<file path="config.mk">
export PLATFORM = sky130hd
export DESIGN_NAME = sfma_div
export DESIGN_NICKNAME = d
export VERILOG_FILES = /design/src/rtl/spectral_frame_moving_average_macros.svh /design/src/rtl/sfma_pkg.sv /design/src/rtl/sfma_div.sv
export SDC_FILE = /design/constraint.sdc
export NUM_CORES = 1
export LEC_CHECK = 0
export ABC_AREA = 1
export BUFFER_PORTS_ARGS = -buffer_cell sky130_fd_sc_hd__clkbuf_2
export CORE_MARGIN = 1.5
export CORE_UTILIZATION = 50
export CTS_CLUSTER_DIAMETER = 150
export DETAILED_ROUTE_END_ITERATION = 16
export PLACE_DENSITY = 0.73
export SYNTH_ARGS = -nofsm -noshare
export SYNTH_HDL_FRONTEND = slang
export SYNTH_SLANG_ARGS = --single-unit
</file>
<file path="constraint.sdc">
create_clock -name clk -period 37 [get_ports clk]
set_input_delay 0 -clock clk [delete_from_list [all_inputs] [get_ports clk]]
set_output_delay 0 -clock clk [all_outputs]
set_load 0.03 [all_outputs]
</file>
<file path="src/rtl/spectral_frame_moving_average_macros.svh">
// Assertion macros for the spectral frame moving average RTL.
// Expects signals named clk and rst in the module that uses them.
`ifndef SPECTRAL_FRAME_MOVING_AVERAGE_MACROS_SVH
`define SPECTRAL_FRAME_MOVING_AVERAGE_MACROS_SVH

// Same-cycle implication, checked outside reset.
`define SFMA_IMPLIES(lbl, ante, cons) \
  lbl: assert property (@(posedge clk) disable iff (rst) (ante) |-> (cons)) \
    else $error("sfma same-cycle check failed");

// Next-cycle implication, checked outside reset.
`define SFMA_NEXT(lbl, ante, cons) \
  lbl: assert property (@(posedge clk) disable iff (rst) (ante) |=> (cons)) \
    else $error("sfma next-cycle check failed");

`endif

</file>
<file path="src/rtl/sfma_pkg.sv">
// Shared constants and types for the spectral frame moving average.
// No dependencies; imported by every module of the block.
`default_nettype none

package sfma_pkg;

  localparam int BINS_DEF       = 1024;
  localparam int MAX_FRAMES_DEF = 8;

  localparam int MAG_W = 24;
  localparam int AVG_W = 4;
  localparam int SUM_W = 32;

  localparam int AVG_RESET = 4;

  // Quotient bits resolved per cycle by the divider.
  localparam int DIV_STEPS = 8;

  localparam int ADDR_W = 3;
  localparam int DATA_W = 32;

  localparam logic [ADDR_W-3:0] REG_AVG_COUNT = 1'b0;

  typedef struct packed {
    logic rd;
    logic wr;
  } mem_ctl_t;

endpackage

`default_nettype wire

</file>
<file path="src/rtl/sfma_div.sv">
// Iterative restoring divider: running sum over a small frame count.
// Depends on sfma_pkg; resolves DIV_STEPS quotient bits per cycle.
`default_nettype none

module sfma_div
  import sfma_pkg::*;
#(
  parameter int VW = 4
) (
  input  wire logic              clk,
  input  wire logic              rst,
  input  wire logic              start,
  input  wire logic [SUM_W-1:0]  dividend,
  input  wire logic [VW-1:0]     divisor,
  output logic                   done,
  output logic      [SUM_W-1:0]  quotient
);

  localparam int ITER = SUM_W / DIV_STEPS;
  localparam int CW   = $clog2(ITER + 1);

  logic             busy;
  logic [CW-1:0]    cnt;
  logic [VW-1:0]    dvs;
  logic [VW:0]      rem;
  logic [SUM_W-1:0] quo;
  logic [VW:0]      rem_next;
  logic [SUM_W-1:0] quo_next;

  // Dividend bits leave at the top of quo while quotient bits enter below.
  always_comb begin
    logic [VW:0]      r;
    logic [SUM_W-1:0] q;
    r = rem;
    q = quo;
    for (int i = 0; i < DIV_STEPS; i++) begin
      r = {r[VW-1:0], q[SUM_W-1]};
      q = {q[SUM_W-2:0], 1'b0};
      if (r >= {1'b0, dvs}) begin
        r    = r - {1'b0, dvs};
        q[0] = 1'b1;
      end
    end
    rem_next = r;
    quo_next = q;
  end

  always_ff @(posedge clk) begin
    if (rst) begin
      busy <= 1'b0;
      done <= 1'b0;
      cnt  <= '0;
    end else begin
      done <= 1'b0;
      if (start) begin
        busy <= 1'b1;
        cnt  <= CW'(ITER);
      end else if (busy) begin
        cnt <= cnt - 1'b1;
        if (cnt == CW'(1)) begin
          busy <= 1'b0;
          done <= 1'b1;
        end
      end
    end
  end

  always_ff @(posedge clk) begin
    if (start) begin
      quo <= dividend;
      rem <= '0;
      dvs <= divisor;
    end else if (busy) begin
      quo <= quo_next;
      rem <= rem_next;
    end
  end

  assign quotient = quo;

endmodule

`default_nettype wire
</file>
==> results of run 1 <==
[worst paths after layout]
check	cells after the start	from	to
max	77	dvs[1]$_DFFE_PP_	rem[1]$_SDFFE_PP0P_
min	3	dividend[29]	quotient[29]$_DFFE_PP_
max reg2reg	77	dvs[1]$_DFFE_PP_	rem[1]$_SDFFE_PP0P_
min reg2reg	2	cnt[1]$_SDFFE_PP0P_	cnt[1]$_SDFFE_PP0P_
[per-stage QoR]
step	utilization (%)	instances	cell area (um2)	setup slack, ns	hold WS (ns)
after CTS	63.4	668	4600	23.68	0.0237
after global routing	63.4	668	4600	22.16	0.0342
after detailed placement	57.9	632	4200	23.74	0.179
after floorplan	-	468	3750	25.43	0.0691
after global placement	57.9	632	4200	24.22	0.177
final	63.4	668	4600	23.71	0.0105
[Yosys cell counts]
library cell,instances
o21bai_1,2
a311oi_1,1
nand3_1,34
a21oi_1,10
clkinv_1,1
nand4_1,7
a31oi_1,8
inv_2,1
clkbuf_1,6
nor2_2,7
a31o_2,1
fa_1,8
edfxtp_1,36
nand2_4,7
nand2_2,3
nand3_4,7
o21ai_0,11
nor2_1,24
clkbuf_8,1
nand2_1,158
a21oi_4,1
nor3b_1,1
xor2_1,10
inv_1,60
nor2_4,2
and2_2,1
xnor2_1,3
ha_1,34
nand3_2,4
nand3b_1,1
dfxtp_1,9
nor3_1,5
a211oi_1,3
nand2_8,1
[registers in the layout, summed over array words and instances (netlist names)]
signal    count
quotient     32
dvs           4
rem           4
cnt           3
busy          1
done          1
[cell families after synthesis]
logic type / share of synthesized area [%]
and+or+nand+nor: 34.5
buffers and inverters: 7.18
DFF: 33.7
adders and majority gates: 15.6
AOI/OAI and AO/OA: 6.04
xor gates and xnor gates: 3.04
[area by class of cell]
cell class	instances	area (um2)
clock buffers	6	82.6
multi-input cells	354	2220
well taps	99	124
clock inverters	2	36.3
repair buffers	100	643
fillers	615	2660
inverters	62	233
flip-flops and latches	45	1260
[tightest hold or removal path, delay by kind of cell]
family / cells / cell delay, ns
buf+inv: 1 / 0.08
simple gates: 2 / 0.12
[metal layers]
layer	GRT usage [%]	share of wire, %	vias to the layer above
li1	-	-	1737
met1	30.4	42	1581
met2	48.0	52	89
met3	3.75	4.2	18
met4	6.01	1.8	0
met5	0	0	-
[what timing repair did]
item | CTS | global route
endpoints found under the setup margin | 0 | 0
hold buffers | 28 | 0
hold endpoints to repair | 30 | 0
buffers inserted | 0 | 0
==> impl_metrics.py, run 1 <==
metrics = {
    "floorplan": {
        "fp.dieW_um": 89.6,
        "fp.dieH_um": 89.6,
        "io_pins": 72,
        "core_um2": 7250,
        "start_util_pct": 51.7,
        "die_area_um2": 8020,
        "num_rows": 31,
    },
    "drt": {
        "drtAntennaViolNets": 0,
        "vias": 3425,
        "drtIter0Drc": 215,
        "wl_mm": 9.38,
        "wl_per_cell_um": 14.0,
        "firstDrtPassIters": 4,
        "viasPerCell": 5.13,
        "drc": 0,
    },
    "synth": {
        "ys_seq_area_share_pct": 33.7,
        "synth_area_leaders": "edfxtp_1, nand2_1, ha_1",
        "yosys_register_bits": 45,
        "synthesis.instances": 468,
        "syn_nets": 549,
        "synth_top_area_cell": "edfxtp_1",
        "synth_top_area_share_pct": 28.8,
        "yosysWarnings": 0,
        "syn_area_per_cell_um2": 8.01,
        "syn-cell-area_um2": 3750,
        "synth_cell_type_count": 34,
    },
    "layout": {
        "diodes": 0,
        "most-common-layout-cells": "nand2_1, clkbuf_2, inv_1",
        "fin_nets": 649,
        "drive_gt1_share_pct": 20.2,
        "final_common_cell": "nand2_1",
        "areaGrowthSynthToFinish_pct": 22.7,
    },
    "worst_setup_path": {
        "crit_type": "reg -> reg",
        "slowest_delay_ns": 0.69,
        "reg2reg_slack_ns": 23.71,
        "critical_path_arrival_ns": 13.49,
        "critPathCaptureType": "register",
        "cpLargestDelayFamily": "simple AND/OR/NAND/NOR gates",
        "required_ns": 37.20,
        "critPathSlowestCell": "edfxtp_1",
        "cp_num_buf_inv": 12,
        "timing.critical_path.mode_cell": "nand2_1",
        "startpoint_type": "register",
        "cp_max_fo": 10,
    },
    "timing": {
        "worst_pin_slew_ns": 1.24,
        "setup_viol": 0,
        "drv_slew": 0,
        "min_period_ns": 13.29,
        "slew_headroom_pct": 16.9,
        "period_share_pct": 35.9,
        "fmax_mhz": 75.2,
        "hold_viol": 0,
        "final.setup.tns_ns": 0,
        "clock-skew-final_ns": 0.0126,
        "rsz0062_at_grt": "no",
    },
    "cts": {
        "ctsHtreeMaxLevel": 2,
        "cts_tree": "done",
        "cts_root_buf": "clkbuf_8",
        "cts.sinks": 45,
        "clk_latency_ns": 0.31,
        "post_cts_resized": 0,
        "cts_buffers": 5,
        "clock_path_buffers": 2,
        "path_clk_slew_ns": 0.09,
    },
    "global_route": {
        "grt_pass1_vias": 3430,
        "antenna_found_initial": 0,
        "grt_pass1_wl_mm": 15.6,
        "grtUsageTotal_pct": 25.5,
        "grt_max_degree": 33,
        "grt_overflow": 0,
    },
    "worst_hold_path": {
        "holdCritPathClass": "in -> reg",
    },
    "status": {
        "status": "complete, no violations",
    },
    "placed_design": {
        "port_buffers": 71,
        "place.gp.congestion": 0.910,
        "dp_hpwl_mm": 6.74,
    },
    "run": {
        "maxCapViolations": 0,
    },
}
Power of run 1 is not shown: default switching activity piles up to over one toggle a cycle in this logic, so the estimate is an artifact.
==> run 2, diff against run 1 <==
--- a/config.mk
+++ b/config.mk
@@ -5,7 +5,7 @@
 export SDC_FILE = /design/constraint.sdc
 export NUM_CORES = 1
 export LEC_CHECK = 0
-export ABC_AREA = 1
+export ABC_AREA = 0
 export BUFFER_PORTS_ARGS = -buffer_cell sky130_fd_sc_hd__clkbuf_2
 export CORE_MARGIN = 1.5
 export CORE_UTILIZATION = 50
==> constraint.sdc (replaced) <==
create_clock -name clk -period 13.4 [get_ports clk]
set_input_delay 0 -clock clk [delete_from_list [all_inputs] [get_ports clk]]
set_output_delay 0 -clock clk [all_outputs]
set_load 0.03 [all_outputs]
==> impl_metrics.py, run 2 <==
metrics = {
    "drt": {
        "wl_mm": 8.14,
        "drc": 0,
        "drtAntennaViolNets": 0,
        "vias": 2891,
        "viasPerCell": 5.42,
        "wl_per_cell_um": 15.3,
        "firstDrtPassIters": 4,
        "drtIter0Drc": 158,
    },
    "cts": {
        "clock_path_buffers": 2,
        "path_clk_slew_ns": 0.09,
        "post_cts_buffers": 0,
        "cts_tree": "done",
        "cts_root_buf": "clkbuf_8",
        "ctsHtreeMaxLevel": 2,
        "cts_buffers": 5,
        "cts.sinks": 45,
        "clk_latency_ns": 0.30,
    },
    "synth": {
        "synth_cell_type_count": 62,
        "synth_top_family_by_area": "compound AO/OA/AOI/OAI gates",
        "synth-main-ff-cell": "edfxtp_1",
        "synthArstFlopShare_pct": 0,
        "syn_nets": 417,
        "synthesis.instances": 336,
        "synth-xor-area-share_pct": 3.57,
        "synthSimpleGateAreaFrac_pct": 10.3,
        "syn-cell-area_um2": 3680,
        "ys_seq_area_share_pct": 34.3,
        "synth_top_area_cell": "edfxtp_1",
        "synth_top_area_share_pct": 29.4,
        "yosys_register_bits": 45,
        "syn_area_per_cell_um2": 10.9,
        "yosysWarnings": 0,
        "muxShareOfSynthArea_pct": 14.8,
        "synth_compound_gate_area_share_pct": 16.0,
        "synth-edff-count": 36,
        "synth_common_cells": "edfxtp_1, mux2_2, ha_1, inv_1",
        "synth_fa_ha_area_share_pct": 15.9,
        "synth_area_leaders": "edfxtp_1, ha_1, mux2_2",
    },
    "worst_setup_path": {
        "critical_path_arrival_ns": 12.59,
        "crit_path_end": "quotient[0]$_DFFE_PP_",
        "startpoint": "dvs[3]$_DFFE_PP_",
        "timing.critical_path.mode_cell": "ha_1",
        "required_ns": 13.46,
        "crit_type": "reg -> reg",
        "startpoint_type": "register",
        "rr_worst_depth": 57,
        "cp_max_fo": 8,
        "slowest_delay_ns": 0.42,
        "r2r_start": "dvs[3]$_DFFE_PP_",
        "reg2reg_slack_ns": 0.87,
        "critPathCaptureType": "register",
        "reg2reg_to": "quotient[0]$_DFFE_PP_",
        "critPathSlowestCell": "mux2_2",
    },
    "layout": {
        "most-common-layout-cells": "clkbuf_2, mux2_2, edfxtp_1",
        "areaGrowthSynthToFinish_pct": 20.7,
        "drive_gt1_share_pct": 36.2,
        "fin_cells": 533,
        "final_common_cell": "clkbuf_2",
        "multiInputGateArea_um2": 2230,
        "fin_nets": 514,
        "largest_reg_flops": 32,
        "ff_latch_area_um2": 1260,
        "diodes": 0,
        "fillers": 587,
    },
    "floorplan": {
        "core_um2": 7180,
        "start_util_pct": 51.3,
        "die_area_um2": 7880,
        "fp.dieH_um": 88.8,
        "num_rows": 31,
        "io_pins": 72,
        "fp.dieW_um": 88.8,
    },
    "global_route": {
        "grt_max_degree": 51,
        "antenna_found_initial": 0,
        "grt_pass1_wl_mm": 12.9,
        "grtUsageTotal_pct": 21.6,
        "grt_pass1_vias": 2774,
        "grt_overflow": 0,
    },
    "placed_design": {
        "port_buffers": 71,
        "place.gp.congestion": 0.864,
        "dp_hpwl_mm": 6.19,
        "dp_cells": 510,
    },
    "timing": {
        "final.setup.tns_ns": 0,
        "fmax_mhz": 79.8,
        "worst_pin_slew_ns": 0.737,
        "clock-skew-final_ns": 0.00531,
        "min_period_ns": 12.53,
        "drv_slew": 0,
        "slew_headroom_pct": 50.8,
        "setup_viol": 0,
        "rsz0062_at_grt": "no",
        "timing.hold.ws_ns": 0.00619,
        "hold_viol": 0,
        "period_share_pct": 93.5,
    },
    "worst_hold_path": {
        "holdCritPathClass": "in -> reg",
    },
    "run": {
        "maxCapViolations": 0,
    },
    "status": {
        "status": "complete, no violations",
    },
}
==> run 2: cell count changes after synthesis, sizes merged, moves of 9 or more <==
| cell | previous run | this run |
|---|---|---|
| a21o | 0 | 9 |
| inv | 61 | 35 |
| mux2 | 0 | 38 |
| nand2 | 169 | 13 |
| nand2b | 0 | 9 |
| nand3 | 45 | 4 |
| nor2 | 33 | 13 |
==> run 2: worst min path at each step <==
stage / start / end / slack [ns] / depth (start not counted)
detailed placement: divisor[0] / dvs[0]$_DFFE_PP_ / 0.18 / 1
CTS: dividend[22] / quotient[22]$_DFFE_PP_ / 0.0004 / 2
floorplan: rst / busy$_SDFF_PP0_ / 0.07 / 1
global placement: divisor[0] / dvs[0]$_DFFE_PP_ / 0.18 / 1
global route: dividend[7] / quotient[7]$_DFFE_PP_ / 0.0008 / 2
finish: dividend[4] / quotient[4]$_DFFE_PP_ / 0.006 / 2
==> run 2: metal layers <==
| metal | share of wire (%) | track usage [%] | up-vias |
|---|---|---|---|
| met5 | 0 | 0 | - |
| met2 | 50 | 36.9 | 72 |
| met1 | 46 | 28.9 | 1380 |
| met4 | 0.42 | 4.40 | 0 |
| li1 | - | - | 1437 |
| met3 | 4.1 | 3.45 | 2 |
==> run 2: cell type report <==
cell class | instances | area share [%]
Tap cell | 99 | 2.79
Clock inverter | 3 | 0.479
Clock buffer | 5 | 1.55
Multi-Input combinational cell | 247 | 50.2
Timing Repair Buffer | 99 | 13.6
Sequential cell | 45 | 28.4
Inverter | 35 | 2.96
==> run 2: repair_timing <==
item | in CTS | in global routing
gates resized for setup | 0 | 1
hold endpoints to repair | 17 | 2
endpoints found under the setup margin | 0 | 1
hold buffers | 13 | 2
==> run 2: worst max-delay path, delay by kind of cell (launching register included) <==
| family | cells | cell delay (ns) |
|---|---|---|
| AO/OA/AOI/OAI | 25 | 4.55 |
| adder cells (fa/ha/maj) | 8 | 2.33 |
| buffers and inverters | 8 | 0.84 |
| flip-flops | 1 | 0.33 |
| multiplexers | 8 | 2.77 |
| AND/OR/NAND/NOR | 8 | 1.43 |
==> run 2: cells by family after synthesis <==
group	Yosys count
multiplexers	46
AND/OR/NAND/NOR	66
adder cells (fa/ha/maj)	42
buffers and inverters	44
flip-flops	45
AO/OA/AOI/OAI	78
XOR/XNOR	15
==> run 2: metrics by stage <==
stage	setup WS (ns)	utilization (%)	instance area, um2
global route	0.0118	61.9	4440
detailed placement	0.864	58.5	4200
global placement	1.24	58.5	4200
CTS	0.835	61.6	4420
finish	0.866	61.9	4440
floorplan	0.624	-	3680
Power of run 2 is left out for the same reason.
==> run 3, diff against run 2 <==
--- a/config.mk
+++ b/config.mk
@@ -7,11 +7,12 @@
 export LEC_CHECK = 0
 export ABC_AREA = 0
 export BUFFER_PORTS_ARGS = -buffer_cell sky130_fd_sc_hd__clkbuf_2
+export CORE_ASPECT_RATIO = 0.7
 export CORE_MARGIN = 1.5
-export CORE_UTILIZATION = 50
+export CORE_UTILIZATION = 49
 export CTS_CLUSTER_DIAMETER = 150
 export DETAILED_ROUTE_END_ITERATION = 16
-export PLACE_DENSITY = 0.73
+export PLACE_DENSITY = 0.72
 export SYNTH_ARGS = -nofsm -noshare
 export SYNTH_HDL_FRONTEND = slang
 export SYNTH_SLANG_ARGS = --single-unit
==> constraint.sdc (replaced) <==
create_clock -name clk -period 13 [get_ports clk]
set_input_delay 0 -clock clk [delete_from_list [all_inputs] [get_ports clk]]
set_output_delay 0 -clock clk [all_outputs]
set_load 0.03 [all_outputs]
==> impl_metrics.py, run 3 (synthesized netlist as in run 2, its figures left out) <==
metrics = {
    "timing": {
        "worst_pin_slew_ns": 0.742,
        "fmax_mhz": 81.2,
        "setup_viol": 0,
        "slew_headroom_pct": 50.5,
        "timing.hold.ws_ns": 0.00775,
        "drv_slew": 0,
        "clock-skew-final_ns": 0.00739,
        "hold_viol": 0,
        "min_period_ns": 12.32,
        "period_share_pct": 94.8,
    },
    "worst_hold_path": {
        "holdCritPathClass": "in -> reg",
        "min_path_cells": 2,
    },
    "layout": {
        "areaGrowthSynthToFinish_pct": 22.3,
        "multiInputGateArea_um2": 2310,
        "largest_reg_flops": 32,
        "final_core_util_pct": 61.7,
        "fillers": 586,
        "final_common_cell": "clkbuf_2",
        "most-common-layout-cells": "clkbuf_2, edfxtp_1, mux2_2",
        "drive_gt1_share_pct": 39.2,
        "ff_latch_area_um2": 1260,
        "diodes": 0,
        "fin_nets": 511,
        "final_cell_area_um2": 4500,
    },
    "worst_setup_path": {
        "timing.critical_path.mode_cell": "ha_1",
        "cp_max_fo": 7,
        "slowest_delay_ns": 0.51,
        "critical_path_arrival_ns": 12.37,
        "startpoint_type": "register",
        "cpLargestDelayFamily": "compound AO/OA/AOI/OAI gates",
        "cp_num_buf_inv": 6,
        "crit_type": "reg -> reg",
        "critPathSlowestCell": "edfxtp_1",
        "critPathCaptureType": "register",
        "rr_worst_depth": 61,
        "cp.depth": 61,
        "required_ns": 13.05,
    },
    "drt": {
        "wl_mm": 8.57,
        "wl_per_cell_um": 16.2,
        "drtIter0Drc": 135,
        "drtAntennaViolNets": 0,
        "vias": 2876,
        "viasPerCell": 5.44,
        "firstDrtPassIters": 4,
        "drc": 0,
    },
    "cts": {
        "ctsHtreeMaxLevel": 2,
        "cts_root_buf": "clkbuf_8",
        "cts.sinks": 45,
        "clk_latency_ns": 0.29,
        "cts_tree": "done",
        "clock_path_buffers": 2,
        "path_clk_slew_ns": 0.08,
        "cts_buffers": 5,
    },
    "run": {
        "maxCapViolations": 0,
    },
    "global_route": {
        "antenna_found_initial": 0,
        "grt_max_degree": 33,
        "grt_pass1_vias": 2632,
        "grtUsageTotal_pct": 21.3,
        "grt_pass1_wl_mm": 13.1,
        "grt_overflow": 0,
    },
    "placed_design": {
        "dp_hpwl_mm": 6.71,
        "placed_area_um2": 4190,
        "port_buffers": 71,
        "place.gp.congestion": 0.943,
    },
    "floorplan": {
        "io_pins": 72,
        "start_util_pct": 50.5,
        "core_um2": 7290,
        "num_rows": 26,
        "fp.dieH_um": 75.5,
        "fp.dieW_um": 107,
        "die_area_um2": 8040,
    },
    "status": {
        "status": "complete, no violations",
    },
}
[run 3: cell types whose count changed in the layout (fill, tap and decap cells not counted), moves of 2 or more]
cell,before,now
dlygate4sd3_1,15,9
a21oi_1,15,11
a21oi_2,1,5
buf_4,13,16
mux2i_1,5,3
[run 3: layout make-up]
class / instances / share of cell area (%)
Sequential cell: 45 / 28.0
Multi-Input combinational cell: 247 / 51.4
Clock buffer: 6 / 1.61
Tap cell: 98 / 2.73
Inverter: 35 / 2.92
Clock inverter: 2 / 0.779
Timing Repair Buffer: 96 / 12.6
[run 3: worst paths after layout]
check	from	end	slack, ns
worst max-delay path	dvs[0]$_DFFE_PP_	quotient[0]$_DFFE_PP_	0.68
worst min-delay path	dividend[23]	quotient[23]$_DFFE_PP_	0.008
worst min register to register	cnt[1]$_SDFFE_PP0P_	cnt[1]$_SDFFE_PP0P_	0.49
worst max register to register	dvs[0]$_DFFE_PP_	quotient[0]$_DFFE_PP_	0.68
[run 3: worst reg2reg max path, delay by kind of cell (launching register included)]
kind	cells	cell delay (ns)
compound gates	27	4.63
mux	7	2.27
fa+ha+maj	8	2.17
simple gates	13	1.84
buf+inv	6	0.62
flops	1	0.51
[run 3: stage by stage]
step | setup WS (ns) | instances | TNS [ns]
after floorplan | 0.224 | 336 | 0
after global placement | 0.647 | 508 | 0
after detailed placement | 0.255 | 508 | 0
after CTS | 0.188 | 521 | 0
after global routing | -0.0413 | 529 | -0.0413
final | 0.681 | 529 | 0
[run 3: what timing repair did]
item,4_1_cts,5_1_grt
resized for setup,0,16
setup endpoints to repair,0,5
hold buffers,5,4
hold endpoints to repair,9,4
buffers inserted,0,4
[run 3: routing by layer]
layer	routed length [um]	global-route usage, %	part of all wire [%]	up-vias
li1	-	-	-	1422
met1	4110	31.2	48	1367
met2	3920	33.0	46	85
met3	541	5.22	6.3	2
met4	4	2.67	0.047	0
met5	0	0	0	-
Power of run 3 is left out for the same reason.
